### config.mk
export PLATFORM = sky130hd
export DESIGN_NAME = tcw_div
export DESIGN_NICKNAME = d
export VERILOG_FILES = /design/src/rtl/core/tcw_div.sv
export SDC_FILE = /design/constraint.sdc
export NUM_CORES = 1
export LEC_CHECK = 0
export ABC_CLOCK_PERIOD_IN_PS = 3900
export CAP_MARGIN = 10
export CORE_ASPECT_RATIO = 0.75
export CORE_MARGIN = 3
export CORE_UTILIZATION = 67
export DETAILED_ROUTE_END_ITERATION = 8
export DONT_BUFFER_PORTS = 1
export PLACE_DENSITY = 0.91
export SKIP_LAST_GASP = 1
export SLEW_MARGIN = 20
export SYNTH_ARGS = -nofsm -noshare
export SYNTH_HDL_FRONTEND = slang
export SYNTH_SLANG_ARGS = --single-unit
### constraint.sdc
create_clock -name clock -period 3.9 [get_ports clock]
set_input_delay 0.195 -clock clock [delete_from_list [all_inputs] [get_ports clock]]
set_output_delay 0.195 -clock clock [all_outputs]
set_load 0.05 [all_outputs]
### src/rtl/core/tcw_div.sv
module tcw_div #(
   parameter int NW = 12,
   parameter int DW = 7,
   parameter int QW = 5
) (
   input  logic                 clock,
   input  logic                 reset,
   input  logic                 start,
   input  logic [NW-1:0]        dividend,
   input  logic [DW-1:0]        divisor,
   output logic                 done,
   output logic [QW-1:0]        quot,
   output logic [NW-1:0]        rem
);

   localparam int SW = DW + QW;
   localparam int TW = NW + SW;
   localparam int BW = $clog2(QW + 1);

   logic          busy_ff, busy_in;
   logic          done_ff, done_in;
   logic [BW-1:0] cnt_ff, cnt_in;
   logic [NW-1:0] rem_ff, rem_in;
   logic [SW-1:0] dsh_ff, dsh_in;
   logic [QW-1:0] quot_ff, quot_in;
   logic          ge;

   assign ge = TW'(rem_ff) >= TW'(dsh_ff);

   always_comb begin
      busy_in = busy_ff;
      done_in = 1'b0;
      cnt_in  = cnt_ff;
      rem_in  = rem_ff;
      dsh_in  = dsh_ff;
      quot_in = quot_ff;
      if (start) begin
         busy_in = 1'b1;
         cnt_in  = BW'(QW);
         rem_in  = dividend;
         dsh_in  = SW'(divisor) << (QW - 1);
         quot_in = '0;
      end else if (busy_ff) begin
         // one quotient bit per cycle, most significant first
         if (ge) begin
            rem_in = NW'(TW'(rem_ff) - TW'(dsh_ff));
         end
         quot_in = QW'({quot_ff, ge});
         dsh_in  = dsh_ff >> 1;
         cnt_in  = cnt_ff - 1'b1;
         if (cnt_ff == BW'(1)) begin
            busy_in = 1'b0;
            done_in = 1'b1;
         end
      end
   end

   always_ff @(posedge clock) begin
      if (reset) begin
         busy_ff <= 1'b0;
         done_ff <= 1'b0;
         cnt_ff  <= '0;
      end else begin
         busy_ff <= busy_in;
         done_ff <= done_in;
         cnt_ff  <= cnt_in;
      end
      rem_ff  <= rem_in;
      dsh_ff  <= dsh_in;
      quot_ff <= quot_in;
   end

   assign done = done_ff;
   assign quot = quot_ff;
   assign rem  = rem_ff;

endmodule
==> results of run 1 <==
==> worst max-delay path, cell delays in order (launching register included) <==
cell and delay, ps:
edfxtp_1 620, inv_1 130, ha_1 160, inv_1 50, fa_1 390, a21o_2 230, a21oi_1 280, a21oi_1 110
o21bai_1 190, a31oi_1 270, buf_4 260
==> layout by cell type (no fill, tap or decap), types with 2 or more instances in the layout <==
master,n
a221oi_2,2
mux2i_1,9
nor3_1,2
clkbuf_1,2
a31oi_1,4
o21bai_1,2
nand2_1,30
clkbuf_8,6
dlygate4sd3_1,2
buf_4,2
dfxtp_1,14
ha_1,13
a21o_1,3
nor2_1,16
inv_1,17
a21oi_1,11
o211ai_1,2
nand2b_1,4
xnor2_1,3
xor2_1,6
o21ai_0,18
nand4_1,2
edfxtp_1,19
==> state kept, by name (all words and copies together) (netlist names) <==
register  flops
busy_ff       1
cnt_ff        3
done          1
dsh_ff       11
quot          5
rem          12
==> worst paths after layout <==
path	depth (start not counted)	end	from	slack (ps)
max reg2reg	10	rem[5]	rem[0]	970
min reg2reg	2	cnt_ff[1]	cnt_ff[1]	490
min	2	busy_ff	start	60
max	10	rem[5]	rem[0]	970
==> what timing repair did <==
action	4_1_cts	5_1_grt
hold buffers	2	0
hold endpoints to repair	14	0
resized for setup	0	0
==> where the power goes <==
| part | leakage, uW | switching (uW) | internal (uW) |
|---|---|---|---|
| clock network | 0.0000455 | 123 | 144 |
| logic | 0.000461 | 287 | 195 |
| registers | 0.000308 | 210 | 453 |
| total | 0.000815 | 620 | 791 |
==> cell type report <==
class                   instances  area (sq um)
flip-flops and latches         33           851
clock buffers                   8          90.1
fillers                       177           624
well taps                      36          45.0
repair buffers                  4          35.0
inverters                      17          63.8
multi-input cells             144           953
==> cell families (layout without fill, tap and decap cells) <==
family / count (synthesis) / in the layout
adder cells (fa/ha/maj): 14 / 14
XOR/XNOR: 9 / 9
flip-flops: 33 / 33
AND/OR/NAND/NOR: 61 / 61
buffers and inverters: 24 / 29
AO/OA/AOI/OAI: 50 / 50
multiplexers: 10 / 10
==> routing by layer <==
| layer | GRT usage | up-vias | part of all wire |
|---|---|---|---|
| met1 | 0.322 | 701 | 0.40 |
| li1 | - | 717 | - |
| met5 | 0 | - | 0 |
| met4 | 0.0572 | 0 | 0.011 |
| met3 | 0.0972 | 8 | 0.092 |
| met2 | 0.445 | 82 | 0.49 |
==> through the flow <==
step	utilization	power [uW]
finish	0.766	1410
floorplan	-	1030
global placement	0.724	1100
detailed placement	0.724	1130
CTS	0.766	1400
global route	0.766	1490
==> flow_results.xml, run 1 <==
<?xml version="1.0" encoding="UTF-8"?>
<metrics>
  <group name="synth">
    <metric name="synth_nets" unit="">237</metric>
    <metric name="post_synth_inst_count" unit="">201</metric>
    <metric name="synthDominantAreaCellType" unit="">edfxtp_1</metric>
    <metric name="ys_dominant_reg_cell" unit="">edfxtp_1</metric>
    <metric name="synth_top_family_by_area" unit="">compound AO/OA/AOI/OAI gates</metric>
    <metric name="yosysSeqAreaShare" unit="">0.449</metric>
    <metric name="yosysMostFrequentCell" unit="">nand2_1</metric>
    <metric name="synth.avg_cell_area" unit="sq um">9.43</metric>
    <metric name="synth_xor_xnor_area_share" unit="">0.0416</metric>
    <metric name="post_synth_instance_area" unit="sq um">1900</metric>
    <metric name="synth_simple_gate_area_frac" unit="">0.144</metric>
    <metric name="post_synth_num_cell_types" unit="">39</metric>
    <metric name="ys_ff_latch" unit="">33</metric>
    <metric name="synth_edf_count" unit="">19</metric>
    <metric name="synth.area.mux_share" unit="">0.0535</metric>
    <metric name="synth.top_cell.area_share" unit="">0.301</metric>
    <metric name="synth_commonest_cells" unit="">nand2_1, edfxtp_1, o21ai_0</metric>
    <metric name="synth_fa_ha_area_frac" unit="">0.0964</metric>
    <metric name="synth_compound_area_frac" unit="">0.168</metric>
    <metric name="ffs_w_async_s_r_synth" unit="">0</metric>
    <metric name="post_synth_main_area_contributors" unit="">edfxtp_1, dfxtp_1, ha_1</metric>
    <metric name="ys_warn_count" unit="">0</metric>
  </group>
  <group name="floorplan">
    <metric name="io-pin-count" unit="">40</metric>
    <metric name="initial_utilization" unit="">0.712</metric>
    <metric name="num_rows" unit="">16</metric>
    <metric name="core_footprint" unit="sq um">2660</metric>
    <metric name="floorplan.die_area" unit="sq um">3510</metric>
    <metric name="fp.dieW" unit="microns">67.4</metric>
    <metric name="die-height" unit="microns">52.1</metric>
  </group>
  <group name="clock_tree">
    <metric name="max-clock-path-buffers" unit="">2</metric>
    <metric name="htree_num_levels" unit="">2</metric>
    <metric name="cts_tree" unit="">done</metric>
    <metric name="clockRootBuffer" unit="">clkbuf_8</metric>
    <metric name="clk-insertion-delay-late" unit="ps">290</metric>
    <metric name="clock_sinks" unit="">33</metric>
    <metric name="cts.repair_timing.setup_buffer_count" unit="">0</metric>
    <metric name="path_clk_slew" unit="ps">70</metric>
    <metric name="numCtsBuffers" unit="">5</metric>
  </group>
  <group name="placed_design">
    <metric name="post-place-cells" unit="">232</metric>
    <metric name="buffer_ports.inserted" unit="">0</metric>
    <metric name="place.gp.congestion" unit="">0.916</metric>
    <metric name="placed_cell_area" unit="sq um">1930</metric>
    <metric name="place_ws" unit="ps">1020</metric>
    <metric name="dpl.hpwl" unit="microns">3050</metric>
  </group>
  <group name="drt">
    <metric name="via_count" unit="">1508</metric>
    <metric name="first_pass_iteration_count_of_the_detailed_router" unit="">5</metric>
    <metric name="drtAntennaViolNets" unit="">0</metric>
    <metric name="first_iter_violations" unit="">106</metric>
    <metric name="post_detailed_route_drc_marker_count" unit="">0</metric>
    <metric name="via_per_inst" unit="">6.23</metric>
    <metric name="wirelength" unit="microns">4270</metric>
    <metric name="average_wire_length_per_cell_after_detail_routing" unit="microns">17.7</metric>
  </group>
  <group name="layout">
    <metric name="number_of_diodes_added_for_antenna_fixing" unit="">0</metric>
    <metric name="area.growth.synth_to_final" unit="%">7.52</metric>
    <metric name="final_layout_size_suffix_gt1_frac" unit="">0.0680</metric>
    <metric name="fin_nets" unit="">241</metric>
    <metric name="layoutNonFillerInstCount" unit="">242</metric>
    <metric name="post-route-cell-area" unit="sq um">2040</metric>
  </group>
  <group name="timing">
    <metric name="final_critical_path_setup_slack" unit="ps">967</metric>
    <metric name="clock_skew" unit="ps">7.13</metric>
    <metric name="timing.fmax" unit="GHz">0.341</metric>
    <metric name="tns" unit="ps">0</metric>
    <metric name="unrepaired_setup_endpoints_after_global_routing" unit="">no</metric>
    <metric name="max_slew_margin" unit="">0.582</metric>
    <metric name="setup_violations" unit="">0</metric>
    <metric name="slew_violations" unit="">0</metric>
    <metric name="worst-slew-pin-transition" unit="ps">625</metric>
    <metric name="hold-worst-slack" unit="ps">59.6</metric>
    <metric name="timing.final.hold_violations" unit="">0</metric>
    <metric name="timing.final.crit_share" unit="">0.752</metric>
    <metric name="fin_crit" unit="ps">2930</metric>
  </group>
  <group name="worst_hold_path">
    <metric name="min_path_type" unit="">primary input to register</metric>
  </group>
  <group name="critical_path">
    <metric name="critPathCaptureType" unit="">register</metric>
    <metric name="cp_data_required_time" unit="ps">3950</metric>
    <metric name="arrival" unit="ps">2990</metric>
    <metric name="timing.critical_path.from_type" unit="">register</metric>
    <metric name="timing.critical_path.fanout_max" unit="">7</metric>
    <metric name="worstSetupPathType" unit="">register to register</metric>
  </group>
  <group name="grt">
    <metric name="largest_net_degree_at_the_start_of_global_routing" unit="">41</metric>
    <metric name="antenna_found_initial" unit="">0</metric>
    <metric name="grt_pass1_wl" unit="microns">6620</metric>
    <metric name="grt_pass1_vias" unit="">1427</metric>
    <metric name="groute.usage.overall" unit="">0.264</metric>
    <metric name="overflow" unit="">0</metric>
  </group>
  <group name="power">
    <metric name="ir_drop" unit="mV">0.456</metric>
    <metric name="static-leakage-power" unit="uW">0.000815</metric>
    <metric name="cellPowerDensity" unit="nW/um^2">692</metric>
  </group>
  <group name="status">
    <metric name="outcome" unit="">completed</metric>
  </group>
  <group name="run">
    <metric name="number_of_max_cap_violations" unit="">0</metric>
  </group>
</metrics>
(Power assumes the default switching activity.)
==> run 2: changes to the inputs <==
Settings changed: ABC_CLOCK_PERIOD_IN_PS 3900 to 2600, CORE_UTILIZATION 67 to 56, PLACE_DENSITY 0.91 to 0.82.
Clock period 3.9 ns to 2.6 ns, I/O delays scaled along.
==> flow_results.xml, run 2 (synthesized netlist as in run 1, its figures left out) <==
<?xml version="1.0" encoding="UTF-8"?>
<metrics>
  <group name="critical_path">
    <metric name="worst_r2r_endpoint" unit="">rem[7]</metric>
    <metric name="cp_data_required_time" unit="ps">2580</metric>
    <metric name="timing.critical_path.fanout_max" unit="">12</metric>
    <metric name="timing.critical_path.from_type" unit="">register</metric>
    <metric name="critPathCaptureType" unit="">register</metric>
    <metric name="worst-path-buf-inv" unit="">2</metric>
    <metric name="worstSetupPathType" unit="">register to register</metric>
    <metric name="arrival" unit="ps">2450</metric>
    <metric name="cp_slowest_stage_delay" unit="ps">410</metric>
    <metric name="cp_cell_sequence" unit="">inv_1, ha_1, inv_1, fa_1, a21o_2, a21oi_1, a21oi_1, o21bai_1, a31oi_4</metric>
    <metric name="r2r_cells" unit="">9</metric>
    <metric name="crit_family" unit="">compound AO/OA/AOI/OAI gates</metric>
    <metric name="reg2reg_setup_slack" unit="ps">130</metric>
    <metric name="launch_point_of_the_worst_reg_to_reg_path" unit="">rem[0]</metric>
    <metric name="cp_slowest_cell" unit="">fa_1</metric>
  </group>
  <group name="timing">
    <metric name="slew_violations" unit="">0</metric>
    <metric name="clock_skew" unit="ps">8.94</metric>
    <metric name="timing.final.crit_share" unit="">0.950</metric>
    <metric name="unrepaired_setup_endpoints_after_global_routing" unit="">no</metric>
    <metric name="tns" unit="ps">0</metric>
    <metric name="fin_crit" unit="ps">2470</metric>
    <metric name="final_critical_path_setup_slack" unit="ps">129</metric>
    <metric name="timing.fmax" unit="GHz">0.405</metric>
    <metric name="hold-worst-slack" unit="ps">38.0</metric>
    <metric name="setup_violations" unit="">0</metric>
    <metric name="max_slew_margin" unit="">0.624</metric>
    <metric name="timing.final.hold_violations" unit="">0</metric>
    <metric name="worst-slew-pin-transition" unit="ps">564</metric>
  </group>
  <group name="layout">
    <metric name="number_of_diodes_added_for_antenna_fixing" unit="">0</metric>
    <metric name="final_layout_size_suffix_gt1_frac" unit="">0.133</metric>
    <metric name="area.growth.synth_to_final" unit="%">12.9</metric>
    <metric name="multi_input_comb_area" unit="sq um">968</metric>
    <metric name="layout.cells.most_common" unit="">nand2_1</metric>
    <metric name="largest_reg_flops" unit="">12</metric>
    <metric name="seqCellArea" unit="sq um">851</metric>
    <metric name="fin_nets" unit="">253</metric>
    <metric name="fillCellCount" unit="">251</metric>
    <metric name="final_cell_mix" unit="">nand2_1, edfxtp_1, o21ai_0</metric>
  </group>
  <group name="power">
    <metric name="p_int" unit="uW">1240</metric>
    <metric name="p_total" unit="uW">2180</metric>
    <metric name="p_comb_frac" unit="">0.486</metric>
    <metric name="cellPowerDensity" unit="nW/um^2">1020</metric>
    <metric name="ir_drop" unit="mV">0.620</metric>
    <metric name="swShare" unit="">0.431</metric>
    <metric name="static-leakage-power" unit="uW">0.000877</metric>
    <metric name="seq_power_share" unit="">0.342</metric>
    <metric name="share_clk_of_total_power" unit="">0.172</metric>
    <metric name="netSwitchingPower" unit="uW">940</metric>
  </group>
  <group name="floorplan">
    <metric name="initial_utilization" unit="">0.615</metric>
    <metric name="floorplan.die_area" unit="sq um">4130</metric>
    <metric name="io-pin-count" unit="">40</metric>
    <metric name="core_footprint" unit="sq um">3080</metric>
    <metric name="num_rows" unit="">17</metric>
    <metric name="fp.dieW" unit="microns">73.2</metric>
    <metric name="die-height" unit="microns">56.4</metric>
  </group>
  <group name="clock_tree">
    <metric name="htree_num_levels" unit="">2</metric>
    <metric name="cts_tree" unit="">done</metric>
    <metric name="clk-insertion-delay-late" unit="ps">290</metric>
    <metric name="numCtsBuffers" unit="">5</metric>
    <metric name="path_clk_slew" unit="ps">70</metric>
    <metric name="max-clock-path-buffers" unit="">2</metric>
    <metric name="clockRootBuffer" unit="">clkbuf_8</metric>
    <metric name="clock_sinks" unit="">33</metric>
  </group>
  <group name="placed_design">
    <metric name="place.gp.congestion" unit="">0.878</metric>
    <metric name="buffer_ports.inserted" unit="">0</metric>
    <metric name="dpl.hpwl" unit="microns">3020</metric>
    <metric name="place_ws" unit="ps">71.0</metric>
  </group>
  <group name="drt">
    <metric name="amount_of_wire_on_met2_after_detailed_routing" unit="microns">1920</metric>
    <metric name="wirelength" unit="microns">4110</metric>
    <metric name="via_per_inst" unit="">5.77</metric>
    <metric name="first_iter_violations" unit="">65</metric>
    <metric name="first_pass_iteration_count_of_the_detailed_router" unit="">4</metric>
    <metric name="topRoutingLayerUsed" unit="">met4</metric>
    <metric name="average_wire_length_per_cell_after_detail_routing" unit="microns">16.1</metric>
    <metric name="post_detailed_route_drc_marker_count" unit="">0</metric>
    <metric name="route.layer.met1.wl" unit="microns">1910</metric>
    <metric name="drtAntennaViolNets" unit="">0</metric>
    <metric name="wl_met3" unit="microns">222</metric>
    <metric name="via_count" unit="">1477</metric>
  </group>
  <group name="worst_hold_path">
    <metric name="min_to" unit="">dsh_ff[6]</metric>
    <metric name="hold-path-cell-count" unit="">2</metric>
    <metric name="worst_hold_startpoint" unit="">divisor[2]</metric>
    <metric name="min_path_type" unit="">primary input to register</metric>
  </group>
  <group name="grt">
    <metric name="grt_pass1_vias" unit="">1481</metric>
    <metric name="groute.usage.overall" unit="">0.208</metric>
    <metric name="antenna_found_initial" unit="">0</metric>
    <metric name="overflow" unit="">0</metric>
    <metric name="largest_net_degree_at_the_start_of_global_routing" unit="">40</metric>
    <metric name="grt_pass1_wl" unit="microns">6650</metric>
  </group>
  <group name="run">
    <metric name="number_of_max_cap_violations" unit="">0</metric>
  </group>
  <group name="status">
    <metric name="outcome" unit="">completed</metric>
  </group>
</metrics>
run 2: layout make-up:
cell class | instances | share of cell area
clock inverter | 3 | 0.00760
clock buffer | 5 | 0.0321
timing repair buffer | 16 | 0.0584
inverter | 17 | 0.0298
multi-input combinational | 144 | 0.452
sequential | 33 | 0.397
tap | 38 | 0.0222
run 2: stage by stage:
| step | cell area (sq um) | cells | utilization |
|---|---|---|---|
| after floorplan | 1900 | 201 | - |
| after global placement | 2030 | 246 | 0.657 |
| after detailed placement | 2030 | 246 | 0.657 |
| after CTS | 2130 | 256 | 0.691 |
| after global routing | 2140 | 256 | 0.694 |
| final | 2140 | 256 | 0.694 |
run 2: repair_timing:
item	4_1_cts	5_1_grt
setup endpoints to repair	0	12
endpoints found under the hold margin	14	0
setup buffers	0	0
hold buffers	2	0
gates resized for setup	0	1
run 2: worst max-delay path by stage:
stage / end / cells past startpoint / slack, ps / startpoint
2_1_floorplan: rem[0] / 9 / 20 / rem[0]
3_3_place_gp: rem[9] / 9 / 250 / rem[0]
3_5_place_dp: rem[6] / 9 / 70 / rem[0]
4_1_cts: rem[7] / 9 / 50 / rem[0]
5_1_grt: rem[7] / 9 / 10 / rem[0]
6_report: rem[7] / 9 / 130 / rem[0]
run 2: power groups by stage:
stage / combinational [uW] / clock (uW) / sequential, uW
after floorplan: 566 / 0 / 980
after global placement: 1020 / 0 / 749
after detailed placement: 1040 / 0 / 755
after CTS: 1050 / 383 / 744
after global routing: 1140 / 411 / 755
final: 1060 / 375 / 744
run 2: metal layers:
metal	vias to the layer above	GRT usage
li1	739	-
met3	7	0.0572
met1	683	0.274
met4	0	0.0816
met2	48	0.322
met5	-	0
==> run 3: changes to the inputs <==
Settings changed: CORE_UTILIZATION 56 to 50, PLACE_DENSITY 0.82 to 0.76.
==> flow_results.xml, run 3 (synthesized netlist as in run 1, its figures left out) <==
<?xml version="1.0" encoding="UTF-8"?>
<metrics>
  <group name="status">
    <metric name="outcome" unit="">completed</metric>
  </group>
  <group name="clock_tree">
    <metric name="path_clk_slew" unit="ps">60</metric>
    <metric name="htree_num_levels" unit="">2</metric>
    <metric name="numCtsBuffers" unit="">5</metric>
    <metric name="clockRootBuffer" unit="">clkbuf_8</metric>
    <metric name="clock_sinks" unit="">33</metric>
    <metric name="clk-insertion-delay-late" unit="ps">280</metric>
    <metric name="max-clock-path-buffers" unit="">2</metric>
    <metric name="cts.repair_timing.setup_buffer_count" unit="">0</metric>
    <metric name="cts_tree" unit="">done</metric>
  </group>
  <group name="critical_path">
    <metric name="timing.critical_path.fanout_max" unit="">6</metric>
    <metric name="cp_slowest_stage_delay" unit="ps">410</metric>
    <metric name="timing.critical_path.from_type" unit="">register</metric>
    <metric name="worstSetupPathType" unit="">register to register</metric>
    <metric name="reg2reg_setup_slack" unit="ps">190</metric>
    <metric name="cp_data_required_time" unit="ps">2570</metric>
    <metric name="cp_slowest_cell" unit="">edfxtp_1</metric>
    <metric name="worst-path-buf-inv" unit="">2</metric>
    <metric name="critPathCaptureType" unit="">register</metric>
    <metric name="cp_cell_sequence" unit="">inv_1, ha_1, inv_1, fa_1, a21o_2, a21oi_1, a21oi_1, o21bai_2, a31oi_2</metric>
    <metric name="arrival" unit="ps">2380</metric>
    <metric name="crit_family" unit="">compound AO/OA/AOI/OAI gates</metric>
  </group>
  <group name="drt">
    <metric name="first_pass_iteration_count_of_the_detailed_router" unit="">4</metric>
    <metric name="via_count" unit="">1483</metric>
    <metric name="first_iter_violations" unit="">85</metric>
    <metric name="wirelength" unit="microns">4160</metric>
    <metric name="drtAntennaViolNets" unit="">0</metric>
    <metric name="average_wire_length_per_cell_after_detail_routing" unit="microns">15.5</metric>
    <metric name="via_per_inst" unit="">5.51</metric>
    <metric name="post_detailed_route_drc_marker_count" unit="">0</metric>
  </group>
  <group name="floorplan">
    <metric name="io-pin-count" unit="">40</metric>
    <metric name="die-height" unit="microns">59.3</metric>
    <metric name="fp.dieW" unit="microns">77.1</metric>
    <metric name="initial_utilization" unit="">0.547</metric>
    <metric name="floorplan.die_area" unit="sq um">4570</metric>
    <metric name="core_footprint" unit="sq um">3470</metric>
    <metric name="num_rows" unit="">18</metric>
  </group>
  <group name="grt">
    <metric name="grt_pass1_wl" unit="microns">6720</metric>
    <metric name="antenna_found_initial" unit="">0</metric>
    <metric name="groute.usage.overall" unit="">0.195</metric>
    <metric name="grt_pass1_vias" unit="">1473</metric>
    <metric name="overflow" unit="">0</metric>
    <metric name="largest_net_degree_at_the_start_of_global_routing" unit="">40</metric>
  </group>
  <group name="timing">
    <metric name="timing.final.hold_violations" unit="">0</metric>
    <metric name="worst-slew-pin-transition" unit="ps">635</metric>
    <metric name="slew_violations" unit="">0</metric>
    <metric name="fin_crit" unit="ps">2410</metric>
    <metric name="setup_violations" unit="">0</metric>
    <metric name="timing.fmax" unit="GHz">0.415</metric>
    <metric name="max_slew_margin" unit="">0.574</metric>
    <metric name="final_critical_path_setup_slack" unit="ps">189</metric>
    <metric name="clock_skew" unit="ps">5.69</metric>
    <metric name="timing.final.crit_share" unit="">0.927</metric>
  </group>
  <group name="placed_design">
    <metric name="place_ws" unit="ps">119</metric>
    <metric name="dpl.hpwl" unit="microns">2980</metric>
    <metric name="placed_cell_area" unit="sq um">2040</metric>
    <metric name="buffer_ports.inserted" unit="">0</metric>
    <metric name="place.gp.congestion" unit="">0.840</metric>
  </group>
  <group name="layout">
    <metric name="area.growth.synth_to_final" unit="%">14.9</metric>
    <metric name="final_cell_mix" unit="">nand2_1, edfxtp_1, o21ai_0</metric>
    <metric name="fillCellCount" unit="">337</metric>
    <metric name="fin_nets" unit="">254</metric>
    <metric name="final_layout_size_suffix_gt1_frac" unit="">0.132</metric>
    <metric name="layout.cells.most_common" unit="">nand2_1</metric>
    <metric name="largest_reg_flops" unit="">12</metric>
    <metric name="post-route-cell-area" unit="sq um">2180</metric>
    <metric name="number_of_diodes_added_for_antenna_fixing" unit="">0</metric>
  </group>
  <group name="power">
    <metric name="p_total" unit="uW">2220</metric>
    <metric name="static-leakage-power" unit="uW">0.000873</metric>
    <metric name="cellPowerDensity" unit="nW/um^2">1020</metric>
    <metric name="ir_drop" unit="mV">0.484</metric>
  </group>
  <group name="run">
    <metric name="number_of_max_cap_violations" unit="">0</metric>
  </group>
  <group name="worst_hold_path">
    <metric name="min_path_type" unit="">primary input to register</metric>
  </group>
</metrics>
run 3: metrics by stage:
stage                     cells  setup TNS (ps)  utilization  hold slack, ps
after floorplan             201               0            -             199
after global placement      258               0        0.589             201
after detailed placement    258               0        0.589             202
after CTS                   268               0        0.620            34.3
after global routing        269         -0.0449        0.628            29.8
final                       269               0        0.628            39.7
run 3: report_power, final:
| group | internal, uW | total [uW] | switching (uW) |
|---|---|---|---|
| combinational | 384 | 1090 | 705 |
| clock | 215 | 386 | 170 |
| sequential | 675 | 744 | 68.5 |
run 3: path summary, 6_finish.rpt:
kind,start,end,cells past startpoint
setup / recovery,rem[0],rem[2],9
hold / removal,divisor[5],dsh_ff[9],2
setup reg to reg,rem[0],rem[2],9
hold reg to reg,cnt_ff[1],cnt_ff[1],2
run 3: layout make-up:
class                      count  area, sq um  area share
clock buffer                   8         90.1      0.0414
inverter                      17         63.8      0.0293
multi-input combinational    145          985       0.452
sequential                    33          851       0.391
tap                           50         62.6      0.0287
timing repair buffer          16          125      0.0575
run 3: repair_timing:
item                                    in CTS  in global routing
endpoints found under the hold margin       14                  0
endpoints found under the setup margin       0                 12
hold buffers                                 2                  0
gates resized for setup                      0                  2
run 3: routing by layer:
layer,track usage,vias to the layer above,part of all wire
met4,0.0761,0,0.013
met5,0,-,0
met3,0.0805,7,0.082
met2,0.321,49,0.45
li1,-,747,-
met1,0.232,680,0.45
